$ cat src/hdl/lifo_stack_with_reverse_defines.svh
// Assertion macros used by the stack RTL.
// Each macro expects aclk and aresetn in scope; no other dependencies.
`ifndef LIFO_STACK_WITH_REVERSE_DEFINES_SVH
`define LIFO_STACK_WITH_REVERSE_DEFINES_SVH

// Same-cycle implication, disabled while reset is asserted.
`define LSR_ASSERT_NOW(label, ante, cons, msg) \
    label: assert property (@(posedge aclk) disable iff (!aresetn) (ante) |-> (cons)) \
        else $error(msg);

// Next-cycle implication, disabled while reset is asserted.
`define LSR_ASSERT_NEXT(label, ante, cons, msg) \
    label: assert property (@(posedge aclk) disable iff (!aresetn) (ante) |=> (cons)) \
        else $error(msg);

`endif

$ cat src/hdl/lsr_pkg.sv
// Shared constants and codes for the LIFO stack with in-place reverse.
// No dependencies; used by lifo_stack_with_reverse.
`default_nettype none

package lsr_pkg;

    localparam int STACK_DEPTH = 16;
    localparam int ADDR_W      = $clog2(STACK_DEPTH);
    localparam int CNT_W       = $clog2(STACK_DEPTH + 1);
    localparam int WORD_W      = 32;

    // Fixed field widths of the stream channels
    localparam int REQ_W         = 2;
    localparam int STATUS_W      = 2;
    localparam int ENTRY_COUNT_W = 5;
    localparam int M_TDATA_W     = ((WORD_W + ENTRY_COUNT_W + 7) / 8) * 8;

    // Request codes
    localparam logic [REQ_W-1:0] REQ_PUSH    = 2'd0;
    localparam logic [REQ_W-1:0] REQ_POP     = 2'd1;
    localparam logic [REQ_W-1:0] REQ_REVERSE = 2'd2;

    // Status codes
    localparam logic [STATUS_W-1:0] STAT_DONE  = 2'd0;
    localparam logic [STATUS_W-1:0] STAT_FULL  = 2'd1;
    localparam logic [STATUS_W-1:0] STAT_EMPTY = 2'd2;

endpackage

`default_nettype wire

$ cat src/hdl/lifo_stack_with_reverse.sv
// LIFO stack of signed 32-bit words with push, pop and in-place reverse.
// Push, empty pop and unknown codes load the result register directly; a pop reads the RAM first.
// Reverse of n entries swaps the outer pairs inward, one word at a time over the single RAM write port.
// Throughput: one beat at a time; s_tready is high only while idle with the output register free.
// Reset (aresetn low, synchronous) empties the stack; RAM contents are not cleared.
`default_nettype none
`include "lifo_stack_with_reverse_defines.svh"

module lifo_stack_with_reverse (
    input  wire logic                             aclk,
    input  wire logic                             aresetn,
    // Request channel
    input  wire logic                             s_tvalid,
    output logic                                  s_tready,
    input  wire logic [lsr_pkg::WORD_W-1:0]       s_tdata,  // [31:0] push_value
    input  wire logic [lsr_pkg::REQ_W-1:0]        s_tuser,  // [1:0] req_type
    // Result channel
    output logic                                  m_tvalid,
    input  wire logic                             m_tready,
    output logic      [lsr_pkg::M_TDATA_W-1:0]    m_tdata,  // [31:0] pop_value,
                                                            // [36:32] entry_count,
                                                            // [39:37] zero
    output logic      [lsr_pkg::STATUS_W-1:0]     m_tuser   // [1:0] status
);

    localparam int ADDR_W = lsr_pkg::ADDR_W;
    localparam int CNT_W  = lsr_pkg::CNT_W;
    localparam int WORD_W = lsr_pkg::WORD_W;

    // One-hot sequencer states
    typedef enum logic [4:0] {
        ST_IDLE     = 5'b00001,
        ST_POP_WAIT = 5'b00010,
        ST_REV_STEP = 5'b00100,
        ST_REV_WLO  = 5'b01000,
        ST_REV_WHI  = 5'b10000
    } state_t;

    state_t                        state_reg, state_next;
    logic [CNT_W-1:0]              count_reg, count_next;
    logic [CNT_W-1:0]              lo_reg, lo_next;
    logic [CNT_W-1:0]              hi_reg, hi_next;

    // Output register: holds a finished result until the sink takes the beat
    logic                          m_valid_reg;
    logic [WORD_W-1:0]             pop_value_reg;
    logic [lsr_pkg::STATUS_W-1:0]  status_reg;
    logic [CNT_W-1:0]              entry_count_reg;

    // Result load request from the sequencer
    logic                          out_load;
    logic [WORD_W-1:0]             out_value;
    logic [lsr_pkg::STATUS_W-1:0]  out_status;
    logic [CNT_W-1:0]              out_count;

    // RAM ports
    logic                          wr_en;
    logic [ADDR_W-1:0]             wr_addr;
    logic [WORD_W-1:0]             wr_data;
    logic                          rd_a_en, rd_b_en;
    logic [ADDR_W-1:0]             rd_a_addr, rd_b_addr;
    logic [WORD_W-1:0]             rd_a_data, rd_b_data;

    logic                          in_acc;
    logic [lsr_pkg::REQ_W-1:0]     req_type;
    logic [CNT_W-1:0]              count_dec;
    logic [CNT_W-1:0]              hi_dec;

    lsr_ram #(
        .DEPTH  (lsr_pkg::STACK_DEPTH),
        .DATA_W (WORD_W),
        .ADDR_W (ADDR_W)
    ) u_ram (
        .aclk      (aclk),
        .wr_en     (wr_en),
        .wr_addr   (wr_addr),
        .wr_data   (wr_data),
        .rd_a_en   (rd_a_en),
        .rd_a_addr (rd_a_addr),
        .rd_a_data (rd_a_data),
        .rd_b_en   (rd_b_en),
        .rd_b_addr (rd_b_addr),
        .rd_b_data (rd_b_data)
    );

    // Take a new request only when idle and the output register is free or frees up this
    // cycle; every request then finds an empty output slot when it finishes.
    assign s_tready  = (state_reg == ST_IDLE) && (!m_valid_reg || m_tready);
    assign in_acc    = s_tvalid && s_tready;
    assign req_type  = s_tuser;
    assign count_dec = count_reg - CNT_W'(1);
    assign hi_dec    = hi_reg - CNT_W'(1);

    always_comb begin
        state_next = state_reg;
        count_next = count_reg;
        lo_next    = lo_reg;
        hi_next    = hi_reg;
        out_load   = 1'b0;
        out_value  = '0;
        out_status = lsr_pkg::STAT_DONE;
        out_count  = count_reg;
        wr_en      = 1'b0;
        wr_addr    = lo_reg[ADDR_W-1:0];
        wr_data    = rd_b_data;
        rd_a_en    = 1'b0;
        rd_b_en    = 1'b0;
        rd_a_addr  = lo_reg[ADDR_W-1:0];
        rd_b_addr  = hi_dec[ADDR_W-1:0];

        case (state_reg)
            ST_IDLE: begin
                if (in_acc) begin
                    case (req_type)
                        lsr_pkg::REQ_PUSH: begin
                            out_load = 1'b1;
                            if (count_reg == CNT_W'(lsr_pkg::STACK_DEPTH)) begin
                                // Full: drop the word, keep the count
                                out_status = lsr_pkg::STAT_FULL;
                            end else begin
                                wr_en      = 1'b1;
                                wr_addr    = count_reg[ADDR_W-1:0];
                                wr_data    = s_tdata;
                                count_next = count_reg + CNT_W'(1);
                                out_count  = count_reg + CNT_W'(1);
                            end
                        end
                        lsr_pkg::REQ_POP: begin
                            if (count_reg == '0) begin
                                // Empty: answer all ones at once
                                out_load   = 1'b1;
                                out_value  = '1;
                                out_status = lsr_pkg::STAT_EMPTY;
                            end else begin
                                // Fetch the top word; ST_POP_WAIT loads it into the output register
                                rd_a_en    = 1'b1;
                                rd_a_addr  = count_dec[ADDR_W-1:0];
                                count_next = count_dec;
                                state_next = ST_POP_WAIT;
                            end
                        end
                        lsr_pkg::REQ_REVERSE: begin
                            lo_next    = '0;
                            hi_next    = count_reg;
                            state_next = ST_REV_STEP;
                        end
                        default: begin
                            // Unused code: no state change, plain done result
                            out_load = 1'b1;
                        end
                    endcase
                end
            end
            ST_POP_WAIT: begin
                out_load   = 1'b1;
                out_value  = rd_a_data;
                state_next = ST_IDLE;
            end
            ST_REV_STEP: begin
                if ((lo_reg + CNT_W'(1)) < hi_reg) begin
                    // Read both words of the outer pair together over both ports
                    rd_a_en    = 1'b1;
                    rd_b_en    = 1'b1;
                    hi_next    = hi_dec;
                    state_next = ST_REV_WLO;
                end else begin
                    out_load   = 1'b1;
                    state_next = ST_IDLE;
                end
            end
            ST_REV_WLO: begin
                // Upper word goes to the lower slot
                wr_en      = 1'b1;
                wr_addr    = lo_reg[ADDR_W-1:0];
                wr_data    = rd_b_data;
                state_next = ST_REV_WHI;
            end
            ST_REV_WHI: begin
                // Lower word goes to the upper slot, then advance inward
                wr_en      = 1'b1;
                wr_addr    = hi_reg[ADDR_W-1:0];
                wr_data    = rd_a_data;
                lo_next    = lo_reg + CNT_W'(1);
                state_next = ST_REV_STEP;
            end
            default: begin
                state_next = ST_IDLE;
            end
        endcase
    end

    always_ff @(posedge aclk) begin
        if (!aresetn) begin
            state_reg   <= ST_IDLE;
            count_reg   <= '0;
            m_valid_reg <= 1'b0;
        end else begin
            state_reg <= state_next;
            count_reg <= count_next;
            if (out_load) begin
                m_valid_reg <= 1'b1;
            end else if (m_tready) begin
                m_valid_reg <= 1'b0;
            end
        end
    end

    // Payload registers: no reset needed
    always_ff @(posedge aclk) begin
        lo_reg <= lo_next;
        hi_reg <= hi_next;
        if (out_load) begin
            pop_value_reg   <= out_value;
            status_reg      <= out_status;
            entry_count_reg <= out_count;
        end
    end

    assign m_tvalid = m_valid_reg;
    assign m_tdata  = {{(lsr_pkg::M_TDATA_W - WORD_W - lsr_pkg::ENTRY_COUNT_W){1'b0}},
                       lsr_pkg::ENTRY_COUNT_W'(entry_count_reg),
                       pop_value_reg};
    assign m_tuser  = status_reg;

    `LSR_ASSERT_NOW(a_count_bound, 1'b1,
        count_reg <= CNT_W'(lsr_pkg::STACK_DEPTH), "stack count exceeds depth")
    `LSR_ASSERT_NOW(a_empty_value, m_valid_reg && (status_reg == lsr_pkg::STAT_EMPTY),
        pop_value_reg == '1, "empty pop result is not all ones")
    `LSR_ASSERT_NEXT(a_push_grows,
        in_acc && (req_type == lsr_pkg::REQ_PUSH) &&
        (count_reg != CNT_W'(lsr_pkg::STACK_DEPTH)),
        count_reg == ($past(count_reg) + CNT_W'(1)), "accepted push did not grow stack")
    `LSR_ASSERT_NOW(a_swap_order, state_reg == ST_REV_WLO,
        lo_reg < hi_reg, "reverse swap indices crossed")
    `LSR_ASSERT_NOW(a_idle_out_free, state_reg != ST_IDLE,
        !s_tready, "request accepted while sequencer busy")

endmodule

`default_nettype wire

$ cat src/hdl/lsr_ram.sv
// Generic RAM: one write port, two read ports with registered read data.
// No package dependencies.
`default_nettype none

module lsr_ram #(
    parameter int DEPTH  = 16,
    parameter int DATA_W = 32,
    parameter int ADDR_W = $clog2(DEPTH)
) (
    input  wire logic              aclk,
    input  wire logic              wr_en,
    input  wire logic [ADDR_W-1:0] wr_addr,
    input  wire logic [DATA_W-1:0] wr_data,
    input  wire logic              rd_a_en,
    input  wire logic [ADDR_W-1:0] rd_a_addr,
    output logic      [DATA_W-1:0] rd_a_data,
    input  wire logic              rd_b_en,
    input  wire logic [ADDR_W-1:0] rd_b_addr,
    output logic      [DATA_W-1:0] rd_b_data
);

    logic [DATA_W-1:0] mem [DEPTH];

    always_ff @(posedge aclk) begin
        if (wr_en) begin
            mem[wr_addr] <= wr_data;
        end
    end

    // Read data holds until the next read on that port
    always_ff @(posedge aclk) begin
        if (rd_a_en) begin
            rd_a_data <= mem[rd_a_addr];
        end
        if (rd_b_en) begin
            rd_b_data <= mem[rd_b_addr];
        end
    end

endmodule

`default_nettype wire
$ cat config.mk
export PLATFORM = sky130hd
export DESIGN_NAME = lifo_stack_with_reverse
export DESIGN_NICKNAME = d
export VERILOG_FILES = /design/src/hdl/lsr_pkg.sv /design/src/hdl/lifo_stack_with_reverse.sv /design/src/hdl/lsr_ram.sv
export VERILOG_INCLUDE_DIRS = /design/src /design/src/hdl
export SDC_FILE = /design/constraint.sdc
export NUM_CORES = 1
export LEC_CHECK = 0
export ABC_AREA = 1
export BUFFER_PORTS_ARGS = -buffer_cell sky130_fd_sc_hd__buf_2
export CAP_MARGIN = 30
export CELL_PAD_IN_SITES_DETAIL_PLACEMENT = 1
export CELL_PAD_IN_SITES_GLOBAL_PLACEMENT = 1
export CORE_MARGIN = 3
export CORE_UTILIZATION = 30
export DETAILED_ROUTE_END_ITERATION = 10
export PLACE_DENSITY_LB_ADDON = 0.15
export REMOVE_ABC_BUFFERS = 1
export SETUP_SLACK_MARGIN = 0.1
export SLEW_MARGIN = 10
export SYNTH_ARGS = -nofsm -noshare
export SYNTH_HDL_FRONTEND = slang
export SYNTH_SLANG_ARGS = --single-unit
$ cat constraint.sdc
create_clock -name aclk -period 10 [get_ports aclk]
set_input_delay 1 -clock aclk [delete_from_list [all_inputs] [get_ports aclk]]
set_output_delay 1 -clock aclk [all_outputs]
set_load 0.1 [all_outputs]
==> results.cfg, run 1 <==
[run_status]
outcome = complete, no violations

[placement]
gp_congestion = 0.761
place_ws_ns = 5.05
dp_hpwl_mm = 65.6
place.port_buffers = 78

[critical_path]
crit_path_start_kind = flip-flop
cp_slowest_cell = o21ai_4
crit_path_end = u_ram.rd_a_data[25]$_DFFE_PP_
path_cells = clkinv_1 -> ha_1 -> nand3_2 -> nand2_2 -> inv_2 -> nand3_2 -> o21ai_4 -> clkinv_2 -> buf_4 -> nand3_1 -> nand3_1 -> nand2_1
reg2regPathDepth = 12
r2r_slack_ns = 5.25
worst_ep_required_time_ns = 10.50
cp_max_fo = 42
worstSetupPathType = reg -> reg
cpPeakStageDelay_ns = 0.87
crit_arrival_ns = 5.25
critPathLaunch = count_reg[0]$_SDFFE_PN0P_
crit_path_end_kind = flip-flop
r2r-start = count_reg[0]$_SDFFE_PN0P_
r2r_end = u_ram.rd_a_data[25]$_DFFE_PP_

[logic_synthesis]
synth_top_area_share_pct = 58.2
ys_types = 35
synthFlopType = edfxtp_1
yosys-top-cells-area = edfxtp_1 58%, nand3_1 11%, inv_1 7.3%, nand2_1 6.4%, o21ai_0 5.3%
async_reset_ff_share_pct = 0
synthCells = 3549
yosys.area.top_type = edfxtp_1
yosysWarnings = 0
synth-edff-count = 625
synth_area_per_cell_um2 = 9.08
ys_seq_area_share_pct = 58.9
synthesis.area_mm2 = 0.0322
yosys.cell_count.top_type = nand3_1
synthTopCellsByCount = 720 x nand3_1, 625 x edfxtp_1, 623 x inv_1, 554 x nand2_1, 339 x o21ai_0
ys_seq_elements = 636

[cts]
worstSkewPairLatency_ns = 0.64
cts_tree = yes
cts.hold.buffers_added = 0
cts_root_buffer = clkbuf_16
path_clk_slew_ns = 0.06
ctsResizeCount = 0
postCtsSetupBuffers = 0
htree_levels = 3
cts_buffers = 79
clkSinkCount = 636
clk_path_buf_depth = 3

[cells_and_area]
largest_reg_flops = 512
insertedDiodeCount = 0
nNetsFinal = 3602
drive_gt1_share_pct = 8.99
syn2layout_area_growth_pct = 14.3
largest-register = u_ram.mem

[drt]
wl_per_cell_um = 25.6
routed_via_density = 5.17
firstDrtPassIters = 7
ant_nets = 0
drt_wl_total_mm = 128
drtIter0Drc = 1966
via_count = 25900
drc = 0

[sta]
setup_slack_ns = 5.25
holdWs_ns = 0.565
setup_viol_count_final = 0
drv_slew = 0
relSlewSlack_pct = 30.2
clock.fmax_mhz = 211
fin_crit_ns = 4.75
final_hold_viol_count = 0
period_share_pct = 47.5
skew_ns = 0.0215
grt_setup_unrepaired = no
tightestPinTransition_ns = 1.05

[hold_path]
min_from = count_reg[4]$_SDFFE_PN0P_
hp-class = reg -> reg

[die]
start_util_pct = 30.4
core_area_mm2 = 0.106
pin_count = 82
die_area_mm2 = 0.111
die_w_um = 334
die_h_um = 334
core.rowCount = 119

[grt]
grt_pass1_vias = 25700
grt_max_degree = 179
grt_usage_pct = 22.6
gr-total-overflow = 0
grt_pass1_wl_mm = 183
antenna_found_initial = 2

[power]
power.static_leakage_uw = 0.0150
powerDensity_mw_per_mm2 = 277
total_power_uw = 10200
vdd.ir_drop.worst_v = 0.000129

[flow_run]
drv_cap = 0
## report_power, final
| group | internal, uW | total (uW) | switching, uW | leakage (uW) |
|---|---|---|---|---|
| registers | 3400 | 3450 | 51.4 | 0.00575 |
| clock network | 1610 | 2770 | 1160 | 0.00119 |
| logic | 955 | 3980 | 3020 | 0.00808 |
| total | 5960 | 10200 | 4230 | 0.0150 |
## through the flow
step | instance area, um^2 | std cells | TNS, ns | utilization (%)
after floorplan | 31200 | 3311 | -326.81 | -
after global placement | 34200 | 4852 | 0 | 32.2
after detailed placement | 34400 | 4862 | 0 | 32.4
after CTS | 36800 | 5003 | 0 | 34.7
after global routing | 36800 | 5006 | 0 | 34.8
final | 36800 | 5006 | 0 | 34.8
## worst max-delay path: cells and delay by family (launching register included)
family | cells | cell delay, ns
fa+ha+maj | 1 | 0.33
simple gates | 6 | 0.93
compound gates | 1 | 0.87
flops | 1 | 0.52
buf+inv | 4 | 1.91
## worst min-delay path by stage
stage                                           end  slack (ns)  depth (start not counted)
after floorplan           count_reg[1]$_SDFFE_PN0P_        0.52                          2
after global placement    count_reg[4]$_SDFFE_PN0P_        0.56                          2
after detailed placement  count_reg[4]$_SDFFE_PN0P_        0.56                          2
after CTS                 count_reg[4]$_SDFFE_PN0P_        0.57                          2
after global routing      count_reg[4]$_SDFFE_PN0P_        0.60                          2
final                     count_reg[4]$_SDFFE_PN0P_        0.56                          2
## area by class of cell
class                   count  area, um^2
fillers                 12100       69200
flip-flops and latches    636       19000
multi-input cells        2047       10100
inverters                 628        2370
clock buffers             107        2150
well taps                1391        1740
repair buffers            163        1180
clock inverters            34         279
## cells in the final DEF, fill, tap and decap left out, types with 5 or more instances in the layout
master and instances:
xor2_1 7, a21oi_1 299, buf_16 5, edfxtp_1 625, nand3_1 718, nor2_1 24
inv_1 618, clkbuf_16 80, clkinv_2 10, clkbuf_8 5, clkbuf_1 22, nor2_4 21
buf_2 79, clkinv_1 17, buf_4 75, nand2_1 551, ha_1 8, o221ai_1 28
dfxtp_1 11, o21ai_0 339, inv_2 5
## per-layer routing
metal | global-route usage (%) | share of wire (%) | routed length (um)
met2 | 36.5 | 46 | 58400
met5 | 0 | 0 | 0
met3 | 2.98 | 4.8 | 6210
met1 | 32.2 | 47 | 60500
met4 | 5.35 | 2.3 | 2920
## logic make-up after synthesis
logic type	synth area share, %
AND/OR/NAND/NOR	18.7
buffers and inverters	10.6
AO/OA/AOI/OAI	11.1
flip-flops	58.9
XOR/XNOR	0.299
adder cells (fa/ha/maj)	0.349
other	0.0116
Note: power is estimated with default switching activity, not from simulation.
==> inputs of run 2 (changes only) <==
==> constraint.sdc (replaced) <==
create_clock -name aclk -period 3.93 [get_ports aclk]
set_input_delay 0.393 -clock aclk [delete_from_list [all_inputs] [get_ports aclk]]
set_output_delay 0.393 -clock aclk [all_outputs]
set_load 0.1 [all_outputs]
==> run 2 against run 1 <==
- sequential share of layout area decreased by 1.0 points
- non-clock buffer count increased by 39
- power rose to 2.6 times the previous value
- first-iteration DRC count grew 11%
- final cell count is 0.76% higher
- largest power group unchanged
==> results.cfg, run 2 (synthesized netlist as in run 1, its figures left out) <==
[critical_path]
r2r_slack_ns = 0.37
r2r-start = count_reg[0]$_SDFFE_PN0P_
worstSetupPathType = reg -> reg
path_buf_inv = 3
path_cells = clkinv_1 -> ha_1 -> nand3_1 -> nand2_1 -> inv_1 -> nand2_4 -> a21oi_1 -> o21ai_0 -> nand3_1 -> nand3_1 -> nor2_4 -> buf_4
cp_max_fo = 29
crit_arrival_ns = 3.85
cpPeakStageDelay_ns = 0.44
reg2regPathDepth = 12
cpMostUsedCell = nand3_1
worst_ep_required_time_ns = 4.23
crit_path_start_kind = flip-flop
crit_path_end_kind = flip-flop
cp_slowest_cell = dfxtp_1
cp_top_family = simple AND/OR/NAND/NOR gates
r2r_end = u_ram.mem[15][26]$_DFFE_PP_

[cts]
worstSkewPairLatency_ns = 0.64
clkSinkCount = 636
ctsResizeCount = 0
cts.hold.buffers_added = 0
clk_path_buf_depth = 3
htree_levels = 3
cts_tree = yes
cts_buffers = 80
cts_root_buffer = clkbuf_16
postCtsSetupBuffers = 0
path_clk_slew_ns = 0.06

[sta]
setup_tns_ns = 0
skew_ns = 0.0185
grt_setup_unrepaired = no
tightestPinTransition_ns = 0.926
clock.fmax_mhz = 281
drv_slew = 0
relSlewSlack_pct = 38.3
period_share_pct = 90.5
fin_crit_ns = 3.56
final_hold_viol_count = 0
setup_viol_count_final = 0

[grt]
grt_pass1_vias = 26400
grt_usage_pct = 22.3
grt_pass1_wl_mm = 183
gr-total-overflow = 0
grt_max_degree = 157
antenna_found_initial = 1

[hold_path]
min_from = aresetn
hold_end = state_reg[0]$_SDFFE_PN1P_
min_path_cells = 2
hp-class = in -> reg

[die]
start_util_pct = 30.4
die_w_um = 334
die_area_mm2 = 0.111
core.rowCount = 119
core_area_mm2 = 0.106
pin_count = 82
die_h_um = 334

[drt]
ant_nets = 0
firstDrtPassIters = 5
drtIter0Drc = 2174
via_count = 26100
wl_per_cell_um = 24.9
drt_wl_total_mm = 126
routed_via_density = 5.18
drc = 0

[cells_and_area]
syn2layout_area_growth_pct = 16.6
largest-register = u_ram.mem
final_common_cell = nand3_1
largest_reg_flops = 512
nNetsFinal = 3642
drive_gt1_share_pct = 10.2
final_cell_mix = 718 x nand3_1, 625 x edfxtp_1, 618 x inv_1

[power]
total_power_uw = 26600
vdd.ir_drop.worst_v = 0.000576
power.static_leakage_uw = 0.0154
powerDensity_mw_per_mm2 = 707

[flow_run]
drv_cap = 0

[placement]
gp_congestion = 0.774
dp_hpwl_mm = 70.4
place.port_buffers = 78

[run_status]
outcome = complete, no violations
==> run 2: cell count changes in the layout (fill, tap and decap cells not counted), sizes merged <==
| cell | delta |
|---|---|
| clkinvlp | +2 |
| buf | +39 |
| bufinv | +4 |
| diode | +1 |
| clkinv | +3 |
| clkbuf | -11 |
==> run 2: cell type report <==
class / instances / area, um^2
fillers: 12100 / 68400
flip-flops and latches: 636 / 19000
multi-input cells: 2047 / 10100
inverters: 628 / 2370
clock buffers: 96 / 2170
repair buffers: 202 / 1770
well taps: 1391 / 1740
clock inverters: 43 / 423
diodes: 1 / 2.50
==> run 2: power breakdown <==
group	internal, uW	total [uW]	switching [uW]	leakage (uW)
registers	8650	8770	121	0.00575
clock network	4440	7440	3000	0.00126
logic	2620	10400	7760	0.00837
total	15700	26600	10900	0.0154
==> run 2: routing by layer <==
| layer | share of wire, % | wire length (um) | vias to the layer above | global-route usage, % |
|---|---|---|---|---|
| met5 | 0 | 0 | - | 0 |
| met4 | 2.2 | 2720 | 0 | 5.69 |
| met3 | 4.2 | 5300 | 160 | 2.64 |
| met2 | 46 | 57700 | 567 | 36.4 |
| met1 | 48 | 60000 | 13300 | 31.5 |
| li1 | - | - | 12100 | - |
==> run 2: how the worst max path moves through the flow <==
stage,start,end,cells past startpoint
after floorplan,hi_reg[0]$_DFFE_PP_,u_ram.rd_b_data[0]$_DFFE_PP_,8
after global placement,count_reg[0]$_SDFFE_PN0P_,u_ram.mem[4][20]$_DFFE_PP_,12
after detailed placement,count_reg[0]$_SDFFE_PN0P_,u_ram.mem[15][16]$_DFFE_PP_,12
after CTS,count_reg[0]$_SDFFE_PN0P_,u_ram.mem[6][29]$_DFFE_PP_,12
after global routing,count_reg[0]$_SDFFE_PN0P_,u_ram.mem[2][28]$_DFFE_PP_,12
final,count_reg[0]$_SDFFE_PN0P_,u_ram.mem[15][26]$_DFFE_PP_,12
==> run 2: stage by stage <==
step | utilization (%) | hold WS, ns | worst slack (ns) | instances | area [um^2]
floorplan | - | 0.480 | -10.78 | 3311 | 31200
global placement | 32.9 | 0.570 | 0.466 | 4896 | 34900
detailed placement | 33.0 | 0.584 | 0.395 | 4903 | 35000
CTS | 35.4 | 0.0246 | 0.381 | 5042 | 37600
global route | 35.5 | 0.0549 | 0.113 | 5043 | 37600
finish | 35.5 | 0.0675 | 0.375 | 5044 | 37600
==> run 2: worst register-to-register path: stages, from the launching register on <==
cell and delay [ns]:
dfxtp_1 0.44, clkinv_1 0.29, ha_1 0.31, nand3_1 0.18, nand2_1 0.08, inv_1 0.11, nand2_4 0.28, a21oi_1 0.23
o21ai_0 0.10, nand3_1 0.17, nand3_1 0.38, nor2_4 0.25, buf_4 0.36
